===== src/rtl/bldc_pkg.sv =====
// ============================================================================
// bldc_pkg
// Types, constants and helper functions for the six-step commutator.
// ============================================================================
package bldc_pkg;

    localparam int COUNT_WIDTH = 16;
    localparam int CMP_W       = 16;
    localparam int PERIOD_W    = (COUNT_WIDTH < CMP_W) ? COUNT_WIDTH : CMP_W;
    localparam int ANGLE_W     = 16;
    localparam int DUTY_W      = 16;
    localparam int LEVEL_W     = 17;
    localparam int DEG_W       = 9;

    localparam int PERIOD_RESET = 1000;

    // level is Q1.16, one is 65536
    localparam int LEVEL_ONE  = 65536;
    localparam int LEVEL_HALF = 32768;
    // clamp thresholds 0.05 and 0.95 of full scale
    localparam int LEVEL_LOW  = (LEVEL_ONE + 19) / 20;
    localparam int LEVEL_HIGH = (19 * LEVEL_ONE) / 20;

    // modulo 360 by reciprocal multiply
    localparam int FULL_TURN   = 360;
    localparam int RECIP_SHIFT = 24;
    localparam int RECIP       = (1 << RECIP_SHIFT) / FULL_TURN + 1;
    localparam int RECIP_W     = 16;
    localparam int QUOT_W      = 7;

    localparam int PHASE_V_OFFSET = 120;
    localparam int PHASE_W_OFFSET = 240;

    localparam int SECTOR_A_START  = 60;
    localparam int SECTOR_FLOAT_B  = 180;
    localparam int SECTOR_B_START  = 240;

    localparam int CFG_ADDR_W = 3;
    localparam int CFG_DATA_W = 32;
    localparam logic CFG_IDX_PERIOD = 1'b0;

    typedef enum logic [1:0] {
        CMD_DRIVE = 2'd0,
        CMD_LOCK  = 2'd1,
        CMD_FREE  = 2'd2
    } t_cmd;

    typedef enum logic [1:0] {
        SEC_FLOAT,
        SEC_HIGH,
        SEC_LOW
    } t_sector;

    typedef enum logic [1:0] {
        CLAMP_ZERO,
        CLAMP_FULL,
        CLAMP_SCALE
    } t_clamp;

    typedef struct packed {
        logic                 en;
        t_clamp               clamp;
        logic [LEVEL_W-1:0]   level;
    } t_phase_mid;

    function automatic t_sector sector_of(input logic [DEG_W-1:0] deg);
        t_sector s;
        if (deg < DEG_W'(SECTOR_A_START)) begin
            s = SEC_FLOAT;
        end else if (deg < DEG_W'(SECTOR_FLOAT_B)) begin
            s = SEC_HIGH;
        end else if (deg < DEG_W'(SECTOR_B_START)) begin
            s = SEC_FLOAT;
        end else begin
            s = SEC_LOW;
        end
        return s;
    endfunction

    function automatic logic [DEG_W-1:0] add_offset(input logic [DEG_W-1:0] deg,
                                                    input logic [DEG_W-1:0] ofs);
        logic [DEG_W:0] sum;
        sum = {1'b0, deg} + {1'b0, ofs};
        if (sum >= (DEG_W+1)'(FULL_TURN)) begin
            sum = sum - (DEG_W+1)'(FULL_TURN);
        end
        return sum[DEG_W-1:0];
    endfunction

    function automatic t_phase_mid phase_mid(input t_sector sec,
                                             input logic signed [DUTY_W-1:0] duty);
        t_phase_mid m;
        logic signed [LEVEL_W:0] lvl;
        lvl = '0;
        m.en    = 1'b0;
        m.clamp = CLAMP_ZERO;
        m.level = '0;
        if (sec != SEC_FLOAT) begin
            if (sec == SEC_HIGH) begin
                lvl = (LEVEL_W+1)'(LEVEL_HALF) + (LEVEL_W+1)'(duty);
            end else begin
                lvl = (LEVEL_W+1)'(LEVEL_HALF) - (LEVEL_W+1)'(duty);
            end
            m.en    = 1'b1;
            m.level = lvl[LEVEL_W-1:0];
            if (m.level < LEVEL_W'(LEVEL_LOW)) begin
                m.clamp = CLAMP_ZERO;
            end else if (m.level > LEVEL_W'(LEVEL_HIGH)) begin
                m.clamp = CLAMP_FULL;
            end else begin
                m.clamp = CLAMP_SCALE;
            end
        end
        return m;
    endfunction

endpackage


===== src/rtl/bldc_six_step_commutator.sv =====
// ============================================================================
// bldc_six_step_commutator
// Six-step commutation: angle and signed duty to three-phase gate enables
// and PWM compare counts.
// ============================================================================
// Takes one request per clock while the output is not stalled: the request
// lands in an input register, the angle is reduced modulo 360 with a
// reciprocal multiply and the phase levels are formed into a middle register,
// and the levels are scaled by the PWM period with one multiplier per phase
// into the result register. A drive request with a negative angle, or an
// unused command code, is consumed and gives no result. The PWM period is
// written over the APB port at offset 0 and should only change while idle.
module bldc_six_step_commutator
    import bldc_pkg::*;
(
    input  logic                   i_clk,
    input  logic                   i_rst_n,

    input  logic                   s_axis_tvalid,
    output logic                   s_axis_tready,
    input  logic [31:0]            s_axis_tdata,  // angle, duty_level
    input  logic [1:0]             s_axis_tuser,  // cmd

    output logic                   m_axis_tvalid,
    input  logic                   m_axis_tready,
    // enable_u, enable_v, enable_w, compare_u, compare_v, compare_w, zero pad
    output logic [55:0]            m_axis_tdata,

    input  logic                   psel,
    input  logic                   penable,
    input  logic                   pwrite,
    input  logic [CFG_ADDR_W-1:0]  paddr,
    input  logic [CFG_DATA_W-1:0]  pwdata,
    output logic [CFG_DATA_W-1:0]  prdata,
    output logic                   pready
);

    logic [PERIOD_W-1:0] r_period;

    logic                       r_a_valid;
    logic [1:0]                 r_a_cmd;
    logic [ANGLE_W-1:0]         r_a_angle;
    logic signed [DUTY_W-1:0]   r_a_duty;

    logic          r_b_valid;
    t_phase_mid    r_b_ph [3];
    t_phase_mid    n_b_ph [3];

    logic              r_o_valid;
    logic [2:0]        r_o_en;
    logic [CMP_W-1:0]  r_o_cmp [3];
    logic [CMP_W-1:0]  n_o_cmp [3];

    logic ready_o, ready_b, ready_a;
    logic s_accept, keep;

    logic [ANGLE_W-2+RECIP_W:0]  prod_q;
    logic [QUOT_W-1:0]           quot;
    logic [ANGLE_W-1:0]          rem_full;
    logic [DEG_W-1:0]            deg_u, deg_v, deg_w;

    logic [LEVEL_W+PERIOD_W-1:0] prod_s [3];

    // configuration
    assign pready = 1'b1;

    always_ff @(posedge i_clk) begin
        if (!i_rst_n) begin
            r_period <= PERIOD_W'(PERIOD_RESET);
        end else if (psel && penable && pwrite && paddr[2] == CFG_IDX_PERIOD) begin
            r_period <= pwdata[PERIOD_W-1:0];
        end
    end

    always_comb begin
        prdata = '0;
        if (paddr[2] == CFG_IDX_PERIOD) begin
            prdata = CFG_DATA_W'(r_period);
        end
    end

    // flow control
    assign ready_o       = !r_o_valid || m_axis_tready;
    assign ready_b       = !r_b_valid || ready_o;
    assign ready_a       = !r_a_valid || ready_b;
    assign s_axis_tready = ready_a;
    assign s_accept      = s_axis_tvalid && ready_a;

    always_comb begin
        unique case (s_axis_tuser)
            CMD_DRIVE: keep = !s_axis_tdata[ANGLE_W-1];
            CMD_LOCK:  keep = 1'b1;
            CMD_FREE:  keep = 1'b1;
            default:   keep = 1'b0;
        endcase
    end

    // input register
    always_ff @(posedge i_clk) begin
        if (!i_rst_n) begin
            r_a_valid <= 1'b0;
        end else if (ready_a) begin
            r_a_valid <= s_accept && keep;
        end
    end

    always_ff @(posedge i_clk) begin
        if (ready_a) begin
            r_a_cmd   <= s_axis_tuser;
            r_a_angle <= s_axis_tdata[ANGLE_W-1:0];
            r_a_duty  <= s_axis_tdata[ANGLE_W +: DUTY_W];
        end
    end

    // angle modulo 360 and phase levels
    always_comb begin
        prod_q   = r_a_angle[ANGLE_W-2:0] * RECIP_W'(RECIP);
        quot     = prod_q[RECIP_SHIFT +: QUOT_W];
        rem_full = {1'b0, r_a_angle[ANGLE_W-2:0]} - ANGLE_W'(quot * ANGLE_W'(FULL_TURN));
        if (rem_full >= ANGLE_W'(FULL_TURN)) begin
            rem_full = rem_full - ANGLE_W'(FULL_TURN);
        end
        deg_u = rem_full[DEG_W-1:0];
        deg_v = add_offset(deg_u, DEG_W'(PHASE_V_OFFSET));
        deg_w = add_offset(deg_u, DEG_W'(PHASE_W_OFFSET));

        n_b_ph[0] = phase_mid(sector_of(deg_u), r_a_duty);
        n_b_ph[1] = phase_mid(sector_of(deg_v), r_a_duty);
        n_b_ph[2] = phase_mid(sector_of(deg_w), r_a_duty);

        if (r_a_cmd != CMD_DRIVE) begin
            for (int i = 0; i < 3; i++) begin
                n_b_ph[i].en    = (r_a_cmd == CMD_LOCK);
                n_b_ph[i].clamp = CLAMP_ZERO;
                n_b_ph[i].level = '0;
            end
        end
    end

    always_ff @(posedge i_clk) begin
        if (!i_rst_n) begin
            r_b_valid <= 1'b0;
        end else if (ready_b) begin
            r_b_valid <= r_a_valid;
        end
    end

    always_ff @(posedge i_clk) begin
        if (ready_b) begin
            r_b_ph <= n_b_ph;
        end
    end

    // period scaling
    always_comb begin
        for (int i = 0; i < 3; i++) begin
            prod_s[i] = r_b_ph[i].level * r_period;
            unique case (r_b_ph[i].clamp)
                CLAMP_ZERO:  n_o_cmp[i] = '0;
                CLAMP_FULL:  n_o_cmp[i] = CMP_W'(r_period);
                CLAMP_SCALE: n_o_cmp[i] = CMP_W'(prod_s[i][LEVEL_W-1 +: PERIOD_W]);
                default:     n_o_cmp[i] = '0;
            endcase
        end
    end

    always_ff @(posedge i_clk) begin
        if (!i_rst_n) begin
            r_o_valid <= 1'b0;
        end else if (ready_o) begin
            r_o_valid <= r_b_valid;
        end
    end

    always_ff @(posedge i_clk) begin
        if (ready_o) begin
            r_o_en  <= {r_b_ph[2].en, r_b_ph[1].en, r_b_ph[0].en};
            r_o_cmp <= n_o_cmp;
        end
    end

    assign m_axis_tvalid = r_o_valid;
    assign m_axis_tdata  = {5'b0, r_o_cmp[2], r_o_cmp[1], r_o_cmp[0], r_o_en};

endmodule


===== config.mk =====
export PLATFORM = sky130hd
export DESIGN_NAME = bldc_six_step_commutator
export DESIGN_NICKNAME = d
export VERILOG_FILES = /design/src/rtl/bldc_pkg.sv /design/src/rtl/bldc_six_step_commutator.sv
export SDC_FILE = /design/constraint.sdc
export NUM_CORES = 2
export LEC_CHECK = 0
export ABC_AREA = 1
export BUFFER_PORTS_ARGS = -buffer_cell sky130_fd_sc_hd__clkbuf_2
export CORE_MARGIN = 3
export CORE_UTILIZATION = 35
export DETAILED_ROUTE_END_ITERATION = 6
export REMOVE_ABC_BUFFERS = 1
export SLEW_MARGIN = 25
export SYNTH_ARGS = -nofsm -noshare
export SYNTH_HDL_FRONTEND = slang
export SYNTH_SLANG_ARGS = --single-unit
export TNS_END_PERCENT = 1

===== constraint.sdc =====
create_clock -name i_clk -period 11.71 [get_ports i_clk]
set_input_delay 0.5855 -clock i_clk [delete_from_list [all_inputs] [get_ports i_clk]]
set_output_delay 0.5855 -clock i_clk [all_outputs]
set_load 0.01 [all_outputs]

## Word-level counts from Yosys, hierarchy flattened

Cells that the tools add are included.

| operators by class | value |
|---|---|
| order comparisons | 18 |
| equal/unequal tests | 12 |
| multiply operators | 5 |
| muxes and demuxes | 33 |
| reduce and logical (&&, ||, !) cells | 24 |
| add/subtract/negate cells | 8 |
| bitwise operators | 4 |

Operator list:

| cell | count |
|---|---|
| $mux 17 | 6 |
| $mul 17x16->32 | 3 |
| $pmux 16 s2 | 3 |
| $mux 20 | 3 |
| $mux 60 | 1 |
| $lt 9x8->1 const B | 6 |
| $gt 17x16->1 const B | 3 |
| $lt 17x12->1 const B | 3 |
| $mux 2 | 15 |
| $mul 15x14->29 const B | 1 |
| $lt 9x6->1 const B | 3 |
| $mux 9 | 3 |
| $sub 9x9->9 const B | 3 |
| $ge 10x9->1 const B | 2 |
| $add 17x16->17 const A | 1 |
| $sub 17x16->17 const A | 1 |
| $eq 2x1->1 const B | 8 |
| $ge 16x9->1 const B | 1 |
| $mux 16 | 1 |
| $sub 15x16->16 | 1 |
| $mul 7x6->13 const B | 1 |
| $add 9x7->10 const B | 1 |
| $add 9x8->10 const B | 1 |
| $reduce_or 3->1 | 3 |
| 9 further kinds | 30 |

| word-level totals | value |
|---|---|
| output and inout bits | 91 |
| register bits | 163 |
| word-level logic and storage cells | 124 |

## Longest topological paths before layout

| logic depth | value |
|---|---|
| word-level depth | 20 |
| mapped depth | 78 |

## Worst setup path after synthesis

OpenSTA, ideal clock, no wires.

| timing | value |
|---|---|
| path type | register to register |
| start point | register r_a_angle[3] |
| end point | register r_b_ph[17] (netlist bit), data pin |
| arrival time | 10.726 ns |
| required time | 11.456 ns |
| path slack | 0.731 ns |
| library setup time | 0.254 ns |
| stages on the path, launching flop included | 67 |
| cell sequence | edfxtp_1 ha_1 xor2_1 ha_1 fa_1 fa_1 fa_1 inv_1 fa_1 inv_1 ha_1 nand4_1 nor3_1 nand4_1 o211ai_1 a31oi_1 o31ai_1 xor2_1 (+31 left out) xor2_1 nand2_4 nand2_4 nand2_1 o21ai_2 inv_2 a21oi_4 nand3_2 buf_6 buf_6 nand2_1 inv_2 nor2_1 nand4_1 nor2_1 nand2_1 nand2_1 nor2_1 |

| between the ends | value |
|---|---|
| word-level cells in the longest chain between the ends | 17 |
| elaborated cells between the ends (all ways) | 25 |

Ends and longest elaborated chain:

| element | RTL line | RTL |
|---|---|---|
| start: declaration | bldc_six_step_commutator.sv:42 | `logic [ANGLE_W-1:0] r_a_angle;` |
| start signal: assignment | bldc_six_step_commutator.sv:110 | `r_a_angle <= s_axis_tdata[ANGLE_W-1:0];` |
| $mul 15x14->29 | bldc_six_step_commutator.sv:117 | `prod_q = r_a_angle[ANGLE_W-2:0] * RECIP_W'(RECIP);` |
| $mul 7x6->13 | bldc_six_step_commutator.sv:119 | `rem_full = {1'b0, r_a_angle[ANGLE_W-2:0]} - ANGLE_W'(quot * ANGLE_W'(FULL_TURN));` |
| $sub 15x16->16 * | bldc_six_step_commutator.sv:119 |  |
| $ge 16x9->1 / $sub 9x9->9 (equally long branches) | bldc_six_step_commutator.sv:120, bldc_six_step_commutator.sv:121 |  |
| $mux 9 * | bldc_six_step_commutator.sv:120 | `if (rem_full >= ANGLE_W'(FULL_TURN)) begin` |
| $add 9x8->10 * | bldc_pkg.sv:83 | `sum = {1'b0, deg} + {1'b0, ofs};` |
| $sub 9x9->9 / $ge 10x9->1 (equally long branches) | bldc_pkg.sv:85, bldc_pkg.sv:84 |  |
| $mux 9 * | bldc_pkg.sv:84 | `if (sum >= (DEG_W+1)'(FULL_TURN)) begin` |
| $lt 9x8->1 | bldc_pkg.sv:72 | `end else if (deg < DEG_W'(SECTOR_B_START)) begin` |
| $mux 2 | bldc_pkg.sv:72 |  |
| $mux 2 | bldc_pkg.sv:70 | `end else if (deg < DEG_W'(SECTOR_FLOAT_B)) begin` |
| $mux 2 * | bldc_pkg.sv:68 | `if (deg < DEG_W'(SECTOR_A_START)) begin` |
| $eq 2x1->1 | bldc_pkg.sv:99 | `if (sec == SEC_HIGH) begin` |
| $mux 17 | bldc_pkg.sv:99 |  |
| $mux 17 | bldc_pkg.sv:98 | `if (sec != SEC_FLOAT) begin` |
| $lt 17x12->1 / $gt 17x16->1 (equally long branches) | bldc_pkg.sv:106, bldc_pkg.sv:108 |  |
| $reduce_or 3->1 (no source line) / $mux 2 (equally long branches) | n/a |  |
| end signal: assignment | bldc_six_step_commutator.sv:150 | `r_b_ph <= n_b_ph;` |
| end: declaration | bldc_six_step_commutator.sv:46 | `t_phase_mid r_b_ph [3];` |

Mark *: on every way between the ends. The rest lies on a longest branch, timed or not. The select of a mux whose other input is x is not followed.
A chain may end at the register's enable or synchronous reset.

## Final worst setup path

| timing | value |
|---|---|
| start point | register r_a_angle[3] |
| end point | register r_b_ph[18] (netlist bit), data pin |

Same word-level chain as after synthesis.

==> results.txt <==
Antenna-violating nets left = 0
H-tree Lvls = 4
Synth Instances = 4,926
Seq cells post-synth = 163
Residual DRC = 0
Worst-path clk slew = 0.08 ns
Post-CTS Hold Buffers = 0
Status = completed
Crit path kind = register to register
Vias/cell = 4.77
Post-synth EDFFs = 144
Cts bufs inserted = 17
Syn avg cell area = 7.95 um^2
I/O Pins = 167
Fin crit share = 94.8%
Initial antenna violation count = 5
Largest net degree at the start of global routing = 61
Pre-antenna DRT Iters = 6
Number of global-route vias before repair = 32.1k
Tightest Pin Transition = 1.00 ns
Startpoint Class = register
Distinct cells, synth = 56
Data arrival time of the worst path = 11.36 ns
Commonest cells after routing, fill and taps aside = inv_1, nand2_1, fa_1
CP endpoint kind = register
Via Count = 30.6k
RSZ-0062 raised after global routing = yes
Grt ovf = 0
Synth Cell Area = 39,200 um^2
# nets final = 6,126
Die height = 340 um
Core Util, Final = 38.1%
Slowest stage delay, CP = 0.50 ns
GPL Wtd Cong = 0.893
IO buf count = 126
Die W = 340 um
Worst Skew = 0.0213 ns
Slew headroom = 33.1%
Core ar. = 111,000 um^2
First-pass GRT wire length = 166,000 um
Per-cell routed wire length = 15.6 um
Hpwl dp = 78,700 um
Antenna cells = 0
R2R Setup Slk = 0.61 ns
Layout area overhead = 7.85%
Register area share after synthesis = 12.0%
Max FO, Critical Path = 8
Hold crit path type = primary input to register
Commonest non-fill, non-tap cell in the layout = inv_1
Synth warn = 0
Initial Util = 35.3%
GR Util All Layers = 17.8%
CTS tree = done
Required @ worst endpoint = 11.97 ns
Hold Violations, Final = 0
# clock sinks = 163
Critical path's slowest cell = fa_1
Cell row count = 122
Top_reg_cell synth = edfxtp_1
Fmax = 90.1 MHz
Final setup viols = 0
Root Buffer = clkbuf_16
Total wire length = 100,000 um
Layout cells sized above 1 = 7.44%
Maximum root-to-sink buffer count = 2
Die area = 116,000 um^2
Worst-Skew Late Latency = 0.50 ns
Share of flip-flops with an asynchronous set or reset = 0%
Tmin final = 11.10 ns
Max cap viols = 0
Detailed Route Iter0 Violations = 1,520
Pins Over Slew Limit = 0
Cell mode on critical path = nand2_1
==> synth_stat cells, types with 3 or more instances <==
cell type	count	area [um^2]
edfxtp_1	144	4320
nand3b_1	9	67.6
nor2_1	173	649
inv_2	12	45.0
nand2_4	6	67.6
o31ai_1	4	30.0
dfxtp_1	19	380
a21o_1	6	45.0
nor4_1	6	37.5
nand4_1	27	169
or2_2	15	93.8
o21bai_1	12	90.1
o21ai_1	12	60.1
a21oi_1	159	796
a21boi_0	25	188
a31oi_1	7	43.8
clkbuf_1	179	672
buf_2	5	25.0
buf_1	40	150
nand3_1	116	581
a41oi_1	3	26.3
nor3_1	17	85.1
a221oi_1	3	26.3
a211oi_1	7	52.6
fa_1	672	13500
ha_1	455	5690
nand2_2	13	81.3
buf_4	23	173
inv_1	1277	4790
nand2_1	1264	4740
o21a_1	4	30.0
o211ai_1	13	97.6
o21ai_0	107	536
xor2_1	37	324
nand3_2	5	50.1
o221ai_1	5	43.8
xnor2_1	22	193
==> area by class of cell <==
type                       instances  area [um^2]
clock buffer                      20          479
clock inverter                    12          103
fill                           11418        68600
inverter                        1289         4840
multi-input combinational       3245        28900
sequential                       163         4720
tap                             1488         1860
timing repair buffer             207         1300
==> critical path, delay by kind of cell, from the launching register on <==
kind	cells	cell delay [ns]
simple gates	26	2.50
buf+inv	11	1.16
compound gates	12	1.41
fa+ha+maj	13	4.51
flops	1	0.40
xor+xnor	5	0.85
==> per-stage QoR <==
stage                     setup WS [ns]  cells  hold WS [ns]  setup TNS, ns  instance area, um^2
after floorplan                   0.482   4697         0.400              0                38200
after global placement            0.215   6376         0.464              0                41200
after detailed placement         0.0859   6376         0.469              0                41200
after CTS                        0.0551   6408         0.207              0                41800
after global routing             -0.230   6424         0.232         -0.760                42200
final                             0.608   6424         0.249              0                42200
==> routing by layer <==
layer / track usage (%) / vias to the layer above / wire length (um)
met5: 0 / - / 56
li1: - / 14513 / -
met1: 23.0 / 15280 / 42600
met3: 3.12 / 118 / 6240
met4: 4.79 / 8 / 2370
met2: 30.8 / 716 / 49100
==> final timing paths <==
kind / startpoint / to / cells past startpoint
worst min register to register: r_period[0]$_SDFFE_PN0P_ / r_period[0]$_SDFFE_PN0P_ / 2
worst min-delay path: s_axis_tdata[30] / r_a_duty[14]$_DFFE_PN_ / 1
worst max register to register: r_a_angle[3]$_DFFE_PN_ / r_b_ph[18]$_SDFFCE_PP0P_ / 67
worst max-delay path: r_a_angle[3]$_DFFE_PN_ / r_b_ph[18]$_SDFFCE_PP0P_ / 67
==> flip-flops by register name, indices dropped and copies added, names as in the netlist <==
name,flops
m_axis_tdata,48
r_o_en,3
r_a_valid,1
r_a_cmd,2
r_b_ph,60
r_period,16
m_axis_tvalid,1
r_a_angle,15
r_a_duty,16
r_b_valid,1
==> what timing repair did <==
item | in CTS | in global routing
resized for setup | 0 | 70
endpoints found under the setup margin | 0 | 42
buffers inserted | 0 | 14
==> kinds of logic (layout without fill, tap and decap cells) <==
logic type,count (synthesis),in the layout,synth area share (%)
AOI/OAI and AO/OA,375,375,5.49
adders and majority gates,1127,1127,48.9
other,2,22,0.0192
and+or+nand+nor,1660,1660,17.1
DFF,163,163,12.0
xor gates and xnor gates,61,61,1.43
buffers and inverters,1538,1528,15.0
Power is left out: the tool's default activity adds up to more than one toggle a clock period on the data nets, which glitch-free logic cannot reach.
